## src/rtl/pidhd_pkg.sv

```systemverilog
// shared constants, register indexes and types for the pid heater duty controller
package pidhd_pkg;

  localparam int TEMP_WIDTH_DEF = 16;
  localparam int SUM_WIDTH_DEF  = 32;
  localparam int DUTY_MAX_DEF   = 1000;

  localparam int GAIN_W      = 16;
  localparam int OFFSET_W    = 11;
  localparam int DUTY_W      = 10;
  localparam int GAIN_SHIFT  = 12;
  localparam int OUT_TDATA_W = 16;
  localparam int CFG_INDEX_W = 8;
  localparam int CFG_DATA_W  = 16;

  localparam logic [GAIN_W-1:0]          GAIN_PROP_RST     = 16'd10240;
  localparam logic [GAIN_W-1:0]          GAIN_INTEG_RST    = 16'd410;
  localparam logic [GAIN_W-1:0]          GAIN_DERIV_RST    = 16'd16000;
  localparam logic signed [OFFSET_W-1:0] TARGET_OFFSET_RST = 11'sd80;

  typedef enum logic [CFG_INDEX_W-1:0] {
    REG_GAIN_PROP     = 8'd0,
    REG_GAIN_INTEG    = 8'd1,
    REG_GAIN_DERIV    = 8'd2,
    REG_TARGET_OFFSET = 8'd3
  } cfg_reg_t;

  typedef struct packed {
    logic [DUTY_W-1:0] duty;
    logic              high;
  } duty_res_t;

endpackage

```

## src/rtl/pidhd_clamp.sv

```systemverilog
// scales the summed pid terms down and clamps them to the duty range
module pidhd_clamp #(
  parameter int ACC_W    = 51,
  parameter int DUTY_MAX = 1000
) (
  input  logic signed [ACC_W-1:0] total,
  output pidhd_pkg::duty_res_t    res
);
  import pidhd_pkg::*;

  localparam logic signed [ACC_W-1:0] DMAX     = ACC_W'(DUTY_MAX);
  localparam logic [DUTY_W-1:0]       DMAX_OUT = DUTY_W'(DUTY_MAX);

  logic signed [ACC_W-1:0] shifted;

  // arithmetic shift rounds toward minus infinity
  assign shifted = total >>> GAIN_SHIFT;

  always_comb begin
    res.high = 1'b0;
    res.duty = DUTY_W'(1);
    if (!total[ACC_W-1]) begin
      if (shifted > DMAX) begin
        res.duty = DMAX_OUT;
        res.high = 1'b1;
      end else if (shifted != '0) begin
        res.duty = shifted[DUTY_W-1:0];
      end
    end
  end

endmodule

```

## src/rtl/pid_heater_duty_controller_core.sv

```systemverilog
// top level of the pid heater duty controller: registers, error state and pipeline
//
// Usage:
//   s_axis carries one temperature sample per item: setpoint and measured value,
//   signed, in 1/16 degree units. m_axis returns one duty item per sample: the
//   PWM compare value (1..DUTY_MAX) and a flag set when the output was clamped high.
//   cfg writes gains (unsigned Q4.12) and the target offset by register index;
//   cfg_ready is always high, writes to unknown indexes are dropped. Write
//   configuration only while no sample is in flight.
//   Error and saturating sum are registered at accept into stage 1, the three
//   gain multiplies into stage 2, and the add, shift and clamp into the output
//   register. Throughput is one item per cycle while m_axis does not stall;
//   the error state is updated in the first stage, so consecutive samples
//   chain without a gap.
//   Each stage holds when the next one is full and stalled, so a stall on m_axis
//   backs up stage by stage; s_axis_tready drops only when all stages are full.
//   Reset restores the default gains and offset, clears the error sum and the
//   previous error, and empties the pipeline.
module pid_heater_duty_controller_core #(
  parameter int TEMP_WIDTH = pidhd_pkg::TEMP_WIDTH_DEF,
  parameter int SUM_WIDTH  = pidhd_pkg::SUM_WIDTH_DEF,
  parameter int DUTY_MAX   = pidhd_pkg::DUTY_MAX_DEF
) (
  input  logic                               clk,
  input  logic                               rst,
  input  logic                               s_axis_tvalid,
  output logic                               s_axis_tready,
  // setpoint_temp, measured_temp
  input  logic [((2*TEMP_WIDTH+7)/8)*8-1:0]  s_axis_tdata,
  output logic                               m_axis_tvalid,
  input  logic                               m_axis_tready,
  // duty_value, saturated_high
  output logic [pidhd_pkg::OUT_TDATA_W-1:0]  m_axis_tdata,
  input  logic                               cfg_valid,
  output logic                               cfg_ready,
  input  logic [pidhd_pkg::CFG_INDEX_W-1:0]  cfg_index,
  input  logic [pidhd_pkg::CFG_DATA_W-1:0]   cfg_data
);
  import pidhd_pkg::*;

  localparam int EW    = TEMP_WIDTH + 2;
  localparam int DW    = EW + 1;
  localparam int ACC_W = ((SUM_WIDTH > DW) ? SUM_WIDTH : DW) + GAIN_W + 3;
  localparam logic signed [SUM_WIDTH-1:0] SUM_MAX = {1'b0, {(SUM_WIDTH-1){1'b1}}};
  localparam logic signed [SUM_WIDTH-1:0] SUM_MIN = {1'b1, {(SUM_WIDTH-1){1'b0}}};

  // configuration
  logic [GAIN_W-1:0]          gain_prop;
  logic [GAIN_W-1:0]          gain_integ;
  logic [GAIN_W-1:0]          gain_deriv;
  logic signed [OFFSET_W-1:0] target_offset;

  // controller state
  logic signed [EW-1:0]        previous_error;
  logic signed [SUM_WIDTH-1:0] error_sum;

  // stage 1
  logic                        v1;
  logic signed [EW-1:0]        s1_err;
  logic signed [SUM_WIDTH-1:0] s1_sum;
  logic signed [DW-1:0]        s1_diff;

  // stage 2
  logic                             v2;
  logic signed [EW+GAIN_W:0]        p_prop;
  logic signed [SUM_WIDTH+GAIN_W:0] p_integ;
  logic signed [DW+GAIN_W:0]        p_deriv;

  // output stage
  logic      vo;
  duty_res_t out_res;

  logic                        in_accept;
  logic                        out_ready;
  logic                        r2;
  logic signed [TEMP_WIDTH-1:0] setpoint;
  logic signed [TEMP_WIDTH-1:0] measured;
  logic signed [EW-1:0]        err_next;
  logic signed [SUM_WIDTH:0]   sum_wide;
  logic signed [SUM_WIDTH-1:0] sum_next;
  logic signed [ACC_W-1:0]     total;
  duty_res_t                   res_next;

  assign cfg_ready = 1'b1;

  always_ff @(posedge clk) begin
    if (rst) begin
      gain_prop     <= GAIN_PROP_RST;
      gain_integ    <= GAIN_INTEG_RST;
      gain_deriv    <= GAIN_DERIV_RST;
      target_offset <= TARGET_OFFSET_RST;
    end else if (cfg_valid) begin
      case (cfg_index)
        REG_GAIN_PROP:     gain_prop     <= cfg_data;
        REG_GAIN_INTEG:    gain_integ    <= cfg_data;
        REG_GAIN_DERIV:    gain_deriv    <= cfg_data;
        REG_TARGET_OFFSET: target_offset <= cfg_data[OFFSET_W-1:0];
        default: ;
      endcase
    end
  end

  // stall propagates back one stage at a time
  assign out_ready     = !vo || m_axis_tready;
  assign r2            = !v2 || out_ready;
  assign s_axis_tready = !v1 || r2;
  assign in_accept     = s_axis_tvalid && s_axis_tready;

  assign setpoint = s_axis_tdata[TEMP_WIDTH-1:0];
  assign measured = s_axis_tdata[2*TEMP_WIDTH-1:TEMP_WIDTH];

  always_comb begin
    err_next = EW'(setpoint) + EW'(target_offset) - EW'(measured);
    sum_wide = (SUM_WIDTH+1)'(error_sum) + (SUM_WIDTH+1)'(err_next);
    // top two bits disagree on overflow past either limit
    case (sum_wide[SUM_WIDTH:SUM_WIDTH-1])
      2'b01:   sum_next = SUM_MAX;
      2'b10:   sum_next = SUM_MIN;
      default: sum_next = sum_wide[SUM_WIDTH-1:0];
    endcase
  end

  always_ff @(posedge clk) begin
    if (rst) begin
      previous_error <= '0;
      error_sum      <= '0;
      v1             <= 1'b0;
    end else begin
      if (s_axis_tready) begin
        v1 <= in_accept;
      end
      if (in_accept) begin
        previous_error <= err_next;
        error_sum      <= sum_next;
      end
    end
  end

  always_ff @(posedge clk) begin
    if (in_accept) begin
      s1_err  <= err_next;
      s1_sum  <= sum_next;
      s1_diff <= DW'(err_next) - DW'(previous_error);
    end
  end

  always_ff @(posedge clk) begin
    if (rst) begin
      v2 <= 1'b0;
    end else if (r2) begin
      v2 <= v1;
    end
  end

  always_ff @(posedge clk) begin
    if (r2 && v1) begin
      p_prop  <= $signed({1'b0, gain_prop}) * s1_err;
      p_integ <= $signed({1'b0, gain_integ}) * s1_sum;
      p_deriv <= $signed({1'b0, gain_deriv}) * s1_diff;
    end
  end

  assign total = ACC_W'(p_prop) + ACC_W'(p_integ) + ACC_W'(p_deriv);

  pidhd_clamp #(
    .ACC_W    (ACC_W),
    .DUTY_MAX (DUTY_MAX)
  ) u_clamp (
    .total (total),
    .res   (res_next)
  );

  always_ff @(posedge clk) begin
    if (rst) begin
      vo <= 1'b0;
    end else if (out_ready) begin
      vo <= v2;
    end
  end

  always_ff @(posedge clk) begin
    if (out_ready && v2) begin
      out_res <= res_next;
    end
  end

  assign m_axis_tvalid = vo;
  assign m_axis_tdata  = {{(OUT_TDATA_W-DUTY_W-1){1'b0}}, out_res.high, out_res.duty};

endmodule
```

## config.mk

```make
export PLATFORM = sky130hd
export DESIGN_NAME = pid_heater_duty_controller_core
export DESIGN_NICKNAME = d
export VERILOG_FILES = /design/src/rtl/pidhd_pkg.sv /design/src/rtl/pidhd_clamp.sv /design/src/rtl/pid_heater_duty_controller_core.sv
export SDC_FILE = /design/constraint.sdc
export NUM_CORES = 2
export LEC_CHECK = 0
export BUFFER_PORTS_ARGS = -buffer_cell sky130_fd_sc_hd__buf_4
export CAP_MARGIN = 15
export CORE_MARGIN = 3
export CORE_UTILIZATION = 55
export CTS_BUF_LIST = sky130_fd_sc_hd__clkbuf_4
export DETAILED_ROUTE_END_ITERATION = 10
export GPL_TIMING_DRIVEN = 0
export HOLD_SLACK_MARGIN = 0.15
export PLACE_DENSITY = 0.71
export SKIP_LAST_GASP = 1
export SYNTH_ARGS = -nofsm -noshare
export SYNTH_HDL_FRONTEND = slang
export SYNTH_SLANG_ARGS = --single-unit
```

## constraint.sdc

```tcl
create_clock -name clk -period 27.8 [get_ports clk]
set_clock_uncertainty 0.15 [all_clocks]
set_input_delay 8.34 -clock clk [delete_from_list [all_inputs] [get_ports clk]]
set_output_delay 8.34 -clock clk [all_outputs]
set_load 0.005 [all_outputs]
```

==> out/qor.yml <==
status: "completed"
path_cells: "buf_4, nor2b_1, nand3_1, buf_4"
synth_seq_cells: 312
ys_seq_area_share_pct: 14.20
drv_cap: 0
cp_slowest_cell: "nor2b_1"
tns_ns: 0
final_layout_size_suffix_gt1_share_pct: 4.128
post_cts_hold_buffer_count: 0
crit_path_frequent_cell: "buf_4"
htree_levels: 3
clk_pin_slew_ns: 0.06
synth_area_sq_mm: 0.05808
tritoncts: "done"
grt_max_degree: 69
wl_per_cell_microns: 20.73
io_pins: 80
startpoint_type: "input pin"
critical_path_class: "input pin to output pin"
setup_viol: 0
core_area_sq_mm: 0.1041
num_vias: 43630
max-clock-path-buffers: 3
syn_inst: 6303
crit_family: "simple AND/OR/NAND/NOR gates"
portBuffers: 72
grt_pass1_vias: 45290
worstSkewPairLatency_ns: 0.86
required_ns: 19.31
routed_via_density: 5.505
grt_pass1_wl_mm: 257.3
synth_warnings: 0
grtUsageTotal_pct: 31.09
slew_viol_final: 0
cts_buffers: 85
crit_path_end_kind: "output pin"
die-width_microns: 331.0
syn2layout_area_growth_pct: 6.335
finalWirelength_mm: 164.3
nets: 8107
period_share_pct: 63.63
relSlewSlack_pct: 21.54
worstPathArrival_ns: 9.20
dpl.hpwl_mm: 137.8
detail_route.iter0.violations: 3546
yosys.cell_types.count: 87
max_freq_mhz: 56.53
worst_pin_slew_ns: 1.169
synth_top_flop_cell: "edfxtp_1"
dr.pass1.iters: 6
cts_root_buffer: "clkbuf_4"
ant_nets: 0
timing_hold_violations_final: 0
die_y_microns: 331.0
cts_resized: 0
worst_hold_path_type: "register to register"
fin_cells: 7925
path_max_fanout: 5
post-route-util_pct: 59.34
period_minus_slack_ns: 17.69
rsz0062_at_grt: "no"
initial_core_util_pct: 55.80
dieArea_sq_mm: 0.1095
cts.sinks: 312
cp_slowest_stage_delay_ns: 0.38
num_rows: 118
gp_congestion: 0.9869
cp_num_buf_inv: 2
antenna_found_initial: 12
dp_cells: 7767
postCtsSetupBuffers: 0
synth_area_per_cell_sq_um: 9.215
async_reset_ff_share_pct: 0
drc: 0
synth_edf_count: 200
grt-ovfl-total: 0
==> final cells by class <==
| cell class | count | area [sq um] |
|---|---|---|
| Multi-Input combinational cell | 4310 | 43510 |
| Buffer | 244 | 960.9 |
| Tap cell | 1380 | 1727 |
| Fill cell | 9123 | 42320 |
| Clock buffer | 113 | 848.3 |
| Timing Repair Buffer | 81 | 728.2 |
| Inverter | 1441 | 5409 |
| Clock inverter | 40 | 327.8 |
| Sequential cell | 312 | 8248 |
| Antenna cell | 4 | 10.01 |
==> synthesized netlist by cell type (all sizes together), types with 7 or more instances <==
cell type | n | area [sq um]
dfxtp | 112 | 2242
nor2b | 31 | 193.9
nand2 | 918 | 3448
nand3 | 48 | 240.2
xnor2 | 142 | 1244
clkbuf | 218 | 818.3
nand2b | 29 | 181.4
o211ai | 16 | 120.1
and2 | 501 | 3134
nor2 | 156 | 585.6
a211o | 16 | 140.1
nand3b | 15 | 112.6
edfxtp | 200 | 6006
o31ai | 8 | 65.06
fa | 1155 | 23120
nand4 | 20 | 125.1
and4 | 7 | 61.31
o21bai | 25 | 187.7
a21boi | 8 | 60.06
a41oi | 11 | 96.34
ha | 416 | 5205
a21o | 97 | 728.2
or2 | 10 | 62.56
a311oi | 7 | 78.83
nor4 | 8 | 50.05
a31oi | 13 | 81.33
a21oi | 248 | 1260
a211oi | 26 | 195.2
and3 | 27 | 168.9
xor2 | 47 | 411.6
o21ai | 101 | 509.2
or3 | 17 | 106.4
inv | 1441 | 5409
buf | 26 | 138.9
mux2i | 18 | 180.2
o21a | 36 | 270.3
nor3 | 37 | 185.2
==> placed cells by master, fill, tap and decap left out, types with 25 or more instances in the layout <==
cell type,n
o21bai_1,25
clkbuf_1,217
clkbuf_4,114
a21o_1,97
nor3_1,37
buf_4,80
and2_1,501
nand2b_1,29
edfxtp_1,200
xnor2_1,142
o21a_1,36
fa_1,1155
a211oi_1,26
nor2b_1,30
dfxtp_1,112
o21ai_0,93
and3_1,27
nor2_1,156
inv_1,1440
nand2_1,917
a21oi_1,245
nand3_1,48
xor2_1,47
ha_1,416
==> layer usage <==
layer,vias to the layer above,global-route usage [%],wire length [microns]
met2,2062,48.22,72760
met5,-,0.2662,81
met1,21590,41.82,65720
met4,8,12.64,8042
li1,19560,-,-
met3,412,8.141,17720
==> registers in the layout, indices dropped and copies added, names as in the netlist <==
| register | count |
|---|---|
| error_sum | 32 |
| s1_err | 18 |
| v2 | 1 |
| m_axis_tdata | 11 |
| s1_sum | 32 |
| p_integ | 49 |
| v1 | 1 |
| gain_prop | 16 |
| m_axis_tvalid | 1 |
| s1_diff | 19 |
| p_prop | 35 |
| gain_deriv | 16 |
| target_offset | 11 |
| previous_error | 18 |
| p_deriv | 36 |
| gain_integ | 16 |
==> stage by stage <==
stage	setup WS (ns)	hold slack, ns	instance area [sq um]
2_1_floorplan	9.769	0.2819	58100
3_3_place_gp	5.755	0.2935	60370
3_5_place_dp	10.12	0.2975	60570
4_1_cts	10.11	0.3066	61750
5_1_grt	10.07	0.3221	61760
6_report	10.11	0.3061	61760
==> tightest hold or removal path: cells and delay by family (launching register included) <==
kind	cells	cell delay (ns)
simple gates	1	0.05
flops	1	0.31
compound gates	1	0.05
==> path summary, 6_finish.rpt <==
path	startpoint	endpoint	slack, ns	cells past startpoint
max	m_axis_tready	s_axis_tready	10.11	4
min	previous_error[4]	previous_error[4]	0.31	2
max reg2reg	gain_prop[8]	p_prop[31]	19.54	24
min reg2reg	previous_error[4]	previous_error[4]	0.31	2
==> cell families after synthesis <==
kind of cell / Yosys count / synth area share [%]
AOI/OAI and AO/OA: 680 / 7.604
other: 2 / 0.01293
DFF: 312 / 14.20
and+or+nand+nor: 1844 / 15.26
xor gates and xnor gates: 189 / 2.850
adders and majority gates: 1571 / 48.77
buffers and inverters: 1685 / 10.96
muxes: 20 / 0.3490
Power is not shown: default switching activity piles up to over one toggle a cycle in this logic, so the estimate is an artifact.
